[src/hw/rtl/stpq_pkg.sv]
// Shared types, constants and the ordering function for the sorted incident queue.
// Used by stpq_cell and severity_time_priority_queue; depends on nothing else.
package stpq_pkg;

  localparam int QUEUE_DEPTH = 16;
  localparam int CNT_W       = $clog2(QUEUE_DEPTH + 1);
  localparam int FILL_W      = 5;

  typedef enum logic [1:0] {
    ACT_ENQ  = 2'd0,
    ACT_DEQ  = 2'd1,
    ACT_PEEK = 2'd2
  } act_t;

  typedef enum logic [1:0] {
    ST_OK    = 2'd0,
    ST_EMPTY = 2'd1,
    ST_FULL  = 2'd2
  } status_t;

  typedef enum logic [1:0] {
    CMD_HOLD,
    CMD_INS,
    CMD_POP
  } cmd_t;

  typedef struct packed {
    logic [7:0]  place;
    logic [1:0]  utype;
    logic [15:0] id;
    logic [31:0] rtime;
    logic [7:0]  sev;
  } rec_t;

  typedef struct packed {
    cmd_t cmd;
    rec_t rec;
  } cell_ctl_t;

  // True when record a must be served ahead of record b.
  function automatic logic goes_before(rec_t a, rec_t b);
    return {a.sev, ~a.rtime} > {b.sev, ~b.rtime};
  endfunction

endpackage

[src/hw/rtl/stpq_cell.sv]
// One slot of the sorted queue: holds a record and its valid bit.
// Depends on stpq_pkg; instantiated in a row by severity_time_priority_queue.
module stpq_cell (
  input  logic               clk,
  input  logic               rst_n,
  input  stpq_pkg::cell_ctl_t ctl,
  input  logic               prev_ins,
  input  stpq_pkg::rec_t     prev_rec,
  input  logic               prev_vld,
  input  stpq_pkg::rec_t     next_rec,
  input  logic               next_vld,
  output logic               ins,
  output stpq_pkg::rec_t     rec,
  output logic               vld
);

  stpq_pkg::rec_t rec_r, rec_nxt;
  logic           vld_r, vld_nxt;

  // The new record belongs at or ahead of this slot.
  assign ins = !vld_r || stpq_pkg::goes_before(ctl.rec, rec_r);
  assign rec = rec_r;
  assign vld = vld_r;

  always_comb begin
    rec_nxt = rec_r;
    vld_nxt = vld_r;
    unique case (ctl.cmd)
      stpq_pkg::CMD_INS: begin
        if (ins && !prev_ins) begin
          rec_nxt = ctl.rec;
          vld_nxt = 1'b1;
        end else if (ins) begin
          rec_nxt = prev_rec;
          vld_nxt = prev_vld;
        end
      end
      stpq_pkg::CMD_POP: begin
        rec_nxt = next_rec;
        vld_nxt = next_vld;
      end
      default: begin
      end
    endcase
  end

  always_ff @(posedge clk) begin
    rec_r <= rec_nxt;
    if (!rst_n) begin
      vld_r <= 1'b0;
    end else begin
      vld_r <= vld_nxt;
    end
  end

endmodule

[src/hw/rtl/severity_time_priority_queue.sv]
// Top level of the sorted incident queue: handshake, entry count and result register.
// Depends on stpq_pkg and a row of stpq_cell slots.
//
// Usage: each input word is one action, chosen by in_tuser: enqueue a record,
// dequeue the head record or peek at it. Every accepted word yields exactly one
// result word. Records are kept sorted across a row of cells, head in cell zero:
// higher severity first, then earlier report time, then arrival order.
// Every cell compares the incoming record against its own in parallel and the
// whole row shifts by one slot in the same cycle. The result is registered and
// appears in the cycle after the input word is accepted; one word per cycle is
// sustained while the receiver keeps out_tready high. The rate is set by the
// parallel compare-and-shift of the cell row.
// A dequeue or peek on an empty queue reports the empty status with a zero
// record; an enqueue to a full queue is dropped and reports the full status.
// Reset clears the entry count, all cell valid bits and the result valid flag.
// When the receiver stalls, the result word holds on out_tdata and in_tready
// drops until that word is taken; a new word is accepted in the same cycle as
// the held result leaves.
module severity_time_priority_queue (
  input  logic        clk,
  input  logic        rst_n,
  input  logic        in_tvalid,
  output logic        in_tready,
  // [7:0] severity, [39:8] report_time, [55:40] incident_id,
  // [57:56] unit_type, [65:58] place, [71:66] zero
  input  logic [71:0] in_tdata,
  // [1:0] action
  input  logic [1:0]  in_tuser,
  output logic        out_tvalid,
  input  logic        out_tready,
  // [7:0] out_severity, [39:8] out_time, [55:40] out_id, [57:56] out_type,
  // [65:58] out_place, [66] is_empty, [71:67] fill_count
  output logic [71:0] out_tdata,
  // [1:0] status
  output logic [1:0]  out_tuser
);

  localparam int D = stpq_pkg::QUEUE_DEPTH;

  stpq_pkg::rec_t      in_rec;
  stpq_pkg::cell_ctl_t ctl;
  stpq_pkg::rec_t      cell_rec [D];
  logic [D-1:0]        cell_vld;
  logic [D-1:0]        cell_ins;

  logic [stpq_pkg::CNT_W-1:0]   count_r, count_nxt;
  logic [stpq_pkg::CNT_W+4:0]   count_ext;
  logic                         out_valid_r;
  stpq_pkg::status_t            status_r, status_nxt;
  stpq_pkg::rec_t               head_r, head_nxt;
  logic                         empty_r;
  logic [stpq_pkg::FILL_W-1:0]  fill_r;
  logic                         accept;

  assign in_rec.sev   = in_tdata[7:0];
  assign in_rec.rtime = in_tdata[39:8];
  assign in_rec.id    = in_tdata[55:40];
  assign in_rec.utype = in_tdata[57:56];
  assign in_rec.place = in_tdata[65:58];

  assign in_tready = !out_valid_r || out_tready;
  assign accept    = in_tvalid && in_tready;

  // Decode the action into a row command and the result fields.
  always_comb begin
    ctl.rec    = in_rec;
    ctl.cmd    = stpq_pkg::CMD_HOLD;
    count_nxt  = count_r;
    status_nxt = stpq_pkg::ST_OK;
    head_nxt   = '0;
    if (accept) begin
      unique case (in_tuser)
        stpq_pkg::ACT_ENQ: begin
          if (count_r == stpq_pkg::CNT_W'(D)) begin
            status_nxt = stpq_pkg::ST_FULL;
          end else begin
            ctl.cmd   = stpq_pkg::CMD_INS;
            count_nxt = count_r + 1'b1;
          end
        end
        stpq_pkg::ACT_DEQ, stpq_pkg::ACT_PEEK: begin
          if (count_r == '0) begin
            status_nxt = stpq_pkg::ST_EMPTY;
          end else begin
            head_nxt = cell_rec[0];
            if (in_tuser == stpq_pkg::ACT_DEQ) begin
              ctl.cmd   = stpq_pkg::CMD_POP;
              count_nxt = count_r - 1'b1;
            end
          end
        end
        default: begin
        end
      endcase
    end
  end

  assign count_ext = {5'b0, count_nxt};

  // Row of cells; each one trades records with its neighbors on an insert or a pop.
  for (genvar i = 0; i < D; i++) begin : g_cell
    stpq_pkg::rec_t prev_rec, next_rec;
    logic           prev_vld, next_vld, prev_ins;
    if (i == 0) begin : g_first
      assign prev_rec = '0;
      assign prev_vld = 1'b0;
      assign prev_ins = 1'b0;
    end else begin : g_mid
      assign prev_rec = cell_rec[i-1];
      assign prev_vld = cell_vld[i-1];
      assign prev_ins = cell_ins[i-1];
    end
    if (i == D - 1) begin : g_last
      assign next_rec = '0;
      assign next_vld = 1'b0;
    end else begin : g_inner
      assign next_rec = cell_rec[i+1];
      assign next_vld = cell_vld[i+1];
    end
    stpq_cell u_cell (
      .clk      (clk),
      .rst_n    (rst_n),
      .ctl      (ctl),
      .prev_ins (prev_ins),
      .prev_rec (prev_rec),
      .prev_vld (prev_vld),
      .next_rec (next_rec),
      .next_vld (next_vld),
      .ins      (cell_ins[i]),
      .rec      (cell_rec[i]),
      .vld      (cell_vld[i])
    );
  end

  always_ff @(posedge clk) begin
    if (accept) begin
      status_r <= status_nxt;
      head_r   <= head_nxt;
      empty_r  <= (count_nxt == '0);
      fill_r   <= count_ext[stpq_pkg::FILL_W-1:0];
    end
    if (!rst_n) begin
      count_r     <= '0;
      out_valid_r <= 1'b0;
    end else begin
      count_r <= count_nxt;
      if (accept) begin
        out_valid_r <= 1'b1;
      end else if (out_tready) begin
        out_valid_r <= 1'b0;
      end
    end
  end

  assign out_tvalid = out_valid_r;
  assign out_tuser  = status_r;
  assign out_tdata  = {fill_r, empty_r, head_r.place, head_r.utype, head_r.id,
                       head_r.rtime, head_r.sev};

`ifndef SYNTH
  // The number of occupied cells always matches the entry count.
  a_count_match: assert property (@(posedge clk) disable iff (!rst_n)
    $countones(cell_vld) == 32'(count_r))
    else $error("cell valid bits disagree with entry count");

  // The count never exceeds the depth.
  a_count_bound: assert property (@(posedge clk) disable iff (!rst_n)
    count_r <= stpq_pkg::CNT_W'(D))
    else $error("entry count exceeds depth");

  // Occupied cells form a prefix of the row: head valid whenever count is nonzero.
  a_head_valid: assert property (@(posedge clk) disable iff (!rst_n)
    (count_r != '0) == cell_vld[0])
    else $error("head cell validity disagrees with entry count");

  // A stalled result is never overwritten.
  a_no_overwrite: assert property (@(posedge clk) disable iff (!rst_n)
    (out_valid_r && !out_tready) |-> !accept)
    else $error("input accepted while result stalled");
`endif

endmodule

[config.mk]
export PLATFORM = sky130hd
export DESIGN_NAME = severity_time_priority_queue
export DESIGN_NICKNAME = d
export VERILOG_FILES = /design/src/hw/rtl/stpq_pkg.sv /design/src/hw/rtl/stpq_cell.sv /design/src/hw/rtl/severity_time_priority_queue.sv
export SDC_FILE = /design/constraint.sdc
export NUM_CORES = 2
export LEC_CHECK = 0
export BUFFER_PORTS_ARGS = -buffer_cell sky130_fd_sc_hd__buf_2
export CAP_MARGIN = 0
export CORE_MARGIN = 5
export CORE_UTILIZATION = 65
export DETAILED_ROUTE_END_ITERATION = 10
export GPL_TIMING_DRIVEN = 1
export HOLD_SLACK_MARGIN = 0.15
export PLACE_DENSITY = 0.82
export SLEW_MARGIN = 20
export SYNTH_ARGS = -nofsm -noshare
export SYNTH_HDL_FRONTEND = slang
export SYNTH_SLANG_ARGS = --single-unit
[constraint.sdc]
create_clock -name clk -period 12.9 [get_ports clk]
set_input_delay 0 -clock clk [delete_from_list [all_inputs] [get_ports clk]]
set_output_delay 0 -clock clk [all_outputs]
set_load 0.03 [all_outputs]
After elaboration in Yosys (flattened, before gate mapping)
Index checks and enable logic that the tools add are counted.
Widths: inputs -> output; s select.
{"block": "op_classes", "n_eq_ne": 21, "order_cmp": 16, "reduce_logical": 88, "n_bitwise": 18, "mux": 109, "n_addsub": 2}
{"cell": "$pmux 66 s2", "n": 16}
{"cell": "$mux 66", "n": 31}
{"cell": "$gt 40x40->1", "n": 16}
{"cell": "$not 32->32", "n": 17}
{"cell": "$ne 3x1->1 const B", "n": 15}
{"cell": "$mux 1", "n": 35}
{"cell": "$logic_not 1->1", "n": 32}
{"cell": "$pmux 1 s2", "n": 16}
{"cell": "$reduce_and 2->1", "n": 16}
{"cell": "$mux 5", "n": 4}
{"cell": "$logic_or 1x1->1", "n": 17}
{"cell": "$logic_and 1x1->1", "n": 16}
{"cell": "$logic_not 5->1", "n": 2}
{"cell": "$pmux 5 s2", "n": 1}
{"cell": "$mux 2", "n": 4}
{"cell": "$pmux 2 s2", "n": 2}
{"cell": "$add 5x1->5 const B", "n": 1}
{"cell": "$eq 5x5->1 const B", "n": 1}
{"cell": "$sub 5x1->5 const B", "n": 1}
{"cell": "$eq 2x1->1 const B", "n": 2}
{"cell": "$eq 2x2->1 const B", "n": 2}
{"cell": "$reduce_bool 2->1", "n": 2}
{"cell": "$reduce_or 2->1", "n": 2}
{"cell": "$logic_not 2->1", "n": 1}
{"cell": "other kinds (2)", "n": 2}
{"block": "totals", "wordCells": 360, "output_inout_bits": 76, "reg_bits": 1152}

Depth between registers and ports, before layout
{"block": "logic_depth", "ltp_word": 8, "mapped_depth": 14}

By module
Synthesis repeated with hierarchy kept, for this count alone.
{"block": "unflattened", "cells_unflattened": 8794, "area_unflattened_um2": 79192.2}
{"mod": "stpq_cell", "seq_area_each_um2": 2001.9, "area_each_um2": 4743.3, "instances": 16, "cells_each": 535}
{"mod": "severity_time_priority_queue", "seq_area_each_um2": 2342.2, "area_each_um2": 3299.4, "instances": 1, "cells_each": 234}

Worst setup path before layout
OpenSTA, ideal clock, no wires.
{"block": "synth_timing", "path_kind": "flip-flop to flip-flop", "startpoint": "register g_cell[8].u_cell.rec_r, in the netlist g_cell[8].u_cell.rec[26]", "endpoint": "register g_cell[8].u_cell.rec_r, in the netlist g_cell[8].u_cell.rec[0], enable pin", "arrival_time_ns": 5.382, "t_required_ns": 12.387, "stages_incl_launch_ff": 10, "path_slack_ns": 7.005, "path_cell_list": "edfxtp_1 > ha_1 > nand4_1 > nor4_1 > or3b_1 > a21oi_1 > nor4_1 > o21a_1 > buf_2 > a21oi_1"}
{"block": "synth_via", "elab_chain_cells": 6}
{"item": "from (decl)", "line": "stpq_cell.sv:17", "rtl": "stpq_pkg::rec_t rec_r, rec_nxt;"}
{"item": "from (signal assigned)", "line": "stpq_cell.sv:48", "rtl": "rec_r <= rec_nxt;"}
{"item": "$not 32->32 (*)", "line": "stpq_pkg.sv:42", "rtl": "return {a.sev, ~a.rtime} > {b.sev, ~b.rtime};"}
{"item": "$gt 40x40->1 (*)", "line": "stpq_pkg.sv:42"}
{"item": "$logic_or 1x1->1 (*)", "line": "stpq_cell.sv:21", "rtl": "assign ins = !vld_r || stpq_pkg::goes_before(ctl.rec, rec_r);"}
{"item": "$logic_and 1x1->1", "line": "stpq_cell.sv:30", "rtl": "if (ins && !prev_ins) begin"}
{"item": "$ne 3x1->1 (no source line) (*)"}
{"item": "$reduce_and 2->1 (no source line) (*)"}
Every way passes the cells marked *; elsewhere a longest branch is shown, timed or not.
A chain may end at the register's enable or synchronous reset.

==> impl_metrics.json <==
{
  "hold_end": "g_cell[0].u_cell.rec[17]",
  "drtIter0Drc": 8631,
  "final_common_cell": "edfxtp_1",
  "final_hold_viol_count": 0,
  "critPathMaxFanout": 201,
  "mostFrequentLayoutCells": "edfxtp_1 (1130), nand2_1 (1094), nand3_1 (1007), inv_1 (999), o311ai_0 (704)",
  "cap_violations": 0,
  "synth_top_family_by_area": "simple AND/OR/NAND/NOR gates",
  "antenna_found_initial": 2,
  "finalSetupTns_ns": 0,
  "setup_viol": 0,
  "synth_cells": 7709,
  "hold_class": "input port to flip-flop",
  "firstDrtPassIters": 6,
  "clockBufferDepth": 3,
  "p_leak_nw": 29.87,
  "rsz0062_at_grt": "no",
  "num_vias": 64490,
  "reg2reg_from": "count_r[0]",
  "synthXorXnorAreaFrac_pct": 0,
  "row_count": 123,
  "yosysWarnings": 0,
  "peakVddDrop_mv": 0.1295,
  "outcome": "complete, no violations",
  "synth_top_area_share_pct": 45.90,
  "ff2ff_setup_slack_ns": 7.65,
  "cts_resized": 0,
  "synthFlopType": "edfxtp_1",
  "cts_root_buffer": "clkbuf_16",
  "synth_compound_area_share_pct": 16.18,
  "grt_pass1_wl_mm": 341.7,
  "drtAntennaViolNets": 0,
  "cts.clk_slew.worst_paths_ns": 0.07,
  "grt_pass1_vias": 64070,
  "max_stage_delay_ns": 0.69,
  "synthAdderAreaFrac_pct": 10.95,
  "mappedNetlistArea_mm2": 0.07392,
  "r2r_end": "g_cell[1].u_cell.rec[60]",
  "total_power_mw": 8.760,
  "fin_crit_sh_pct": 40.68,
  "worstHoldStart": "in_tdata[17]",
  "fin_skew_ns": 0.02705,
  "endpoint_kind": "flip-flop",
  "cts_buffers": 118,
  "muxShareOfSynthArea_pct": 1.398,
  "synth_largest_area_cell": "edfxtp_1",
  "worstSetupPathType": "flip-flop to flip-flop",
  "worst_slew_pin_slew_ns": 1.219,
  "cp_top_family": "buffers and inverters",
  "via_per_inst": 7.055,
  "async_flop_share_pct": 0,
  "clk_latency_ns": 0.75,
  "clock-sinks": 1152,
  "timing.fmax_mhz": 190.5,
  "fin_crit_ns": 5.248,
  "ys_seq_area_share_pct": 46.50,
  "syn_avg_cell_area_um2": 9.589,
  "ys_types": 67,
  "final_util_pct": 70.96,
  "yosys.area_share.simple_pct": 16.34,
  "die_area_mm2": 0.1206,
  "grt.total_usage_pct": 34.65,
  "grt_remaining_overflow": 0,
  "synth_area_leaders": "edfxtp_1 (46%), ha_1 (11%), o311ai_0 (8.3%)",
  "cpMaxStageDelayCell": "buf_4",
  "grt_max_degree": 259,
  "synth_seq_cells": 1152,
  "wire_per_inst_um": 23.86,
  "syn_nets": 8434,
  "nets": 8267,
  "synth_edf_count": 1130,
  "dp_slack_ns": 7.749,
  "critical_path_required_ns": 13.33,
  "r2r_cells": 14,
  "worstPathCellList": "inv_1, ha_1, nand3b_1, and2_1, nand3_1, inv_1, ha_4, buf_4, buf_12, buf_12, nor2b_1, buf_4, nand3_1, o311ai_0",
  "drive_gt1_share_pct": 8.351,
  "die_h_um": 347.2,
  "io_buffers": 147,
  "ctsHtreeMaxLevel": 3,
  "cp.arrival_ns": 5.68,
  "slew_headroom_pct": 17.97,
  "initial_core_util_pct": 65.62,
  "worst-path-buf-inv": 6,
  "ioPinCount": 154,
  "n_antenna_cell": 0,
  "dp_hpwl_mm": 147.2,
  "cts_tree": "done",
  "finalWirelength_mm": 218.1,
  "p_per_area_mw_per_mm2": 109.6,
  "drc": 0,
  "synthToLayoutAreaGrowth_pct": 8.148,
  "crit_path_start_kind": "flip-flop",
  "setup_slack_ns": 7.652,
  "gp_congestion": 0.9123,
  "drv_slew": 0,
  "die_w_um": 347.2,
  "whs_path_depth": 6,
  "core_area_mm2": 0.1127
}
## registers in the layout, summed over array words and instances (netlist names)
name               cells
out_tuser              2
empty_r                1
fill_r                 5
g_cell.u_cell.rec   1056
count_r                5
g_cell.u_cell.vld     16
out_tvalid             1
out_tdata             66
## through the flow
step / cell area [um2] / hold slack [ns] / std cells
6_report: 79940 / 0.2182 / 9140
5_1_grt: 79940 / 0.2092 / 9140
4_1_cts: 79940 / 0.1783 / 9140
3_5_place_dp: 75750 / 0.2741 / 8880
3_3_place_gp: 75680 / 0.2576 / 8877
2_1_floorplan: 73920 / 0.1290 / 7709
## worst reg2reg max path: cells and delay by family (launching register included)
family	cells	cell delay, ns
compound gates	1	0.16
fa+ha+maj	2	0.91
buf+inv	6	2.43
flops	1	0.40
simple gates	5	1.03
## report_power, final
part / internal (mW) / switching, mW
Sequential: 4.25 / 0.0808
Combinational: 0.317 / 0.655
Clock: 1.88 / 1.58
## per-layer routing
metal	vias to the layer above	share of wire [%]	global-route usage (%)
met5	-	0	0
met2	4315	49	59.28
li1	28280	-	-
met3	1143	8.6	3.890
met1	30750	36	43.10
met4	0	6.6	19.33
## worst max-delay path by stage
stage | start | end | depth (start not counted)
global route | in_tuser[0] | g_cell[2].u_cell.rec[63] | 15
finish | count_r[0] | g_cell[1].u_cell.rec[60] | 14
floorplan | g_cell[8].u_cell.rec[26] | g_cell[8].u_cell.rec[0] | 9
detailed placement | count_r[0] | g_cell[15].u_cell.rec[49] | 12
global placement | count_r[0] | g_cell[12].u_cell.rec[51] | 11
CTS | in_tuser[0] | g_cell[11].u_cell.rec[46] | 12
## layout make-up
type	count	area, um2
sequential	1152	34370
clock buffer	145	3147
multi-input combinational	4912	33630
clock inverter	73	625.6
inverter	1000	3754
tap	1500	1877
timing repair buffer	358	2536
fill	8206	32710
## synthesized netlist by cell type (all sizes together) (110+ instances only)
cell	count
o311ai	926
ha	647
nand4	123
clkbuf	492
nand3	1007
buf	153
nor2	164
nor2b	110
nand2	1095
inv	1000
a21oi	299
edfxtp	1130
## cells by family after synthesis
| group | count (synthesis) |
|---|---|
| AO/OA/AOI/OAI | 1563 |
| adder cells (fa/ha/maj) | 647 |
| buffers and inverters | 1645 |
| flip-flops | 1152 |
| multiplexers | 80 |
| AND/OR/NAND/NOR | 2622 |
## repair_timing
action,in CTS,in global routing
endpoints found under the hold margin,489,0
buffers inserted,0,0
endpoints found under the setup margin,0,0
hold buffers,42,0
No activity file was read; power rests on OpenSTA's default activity.
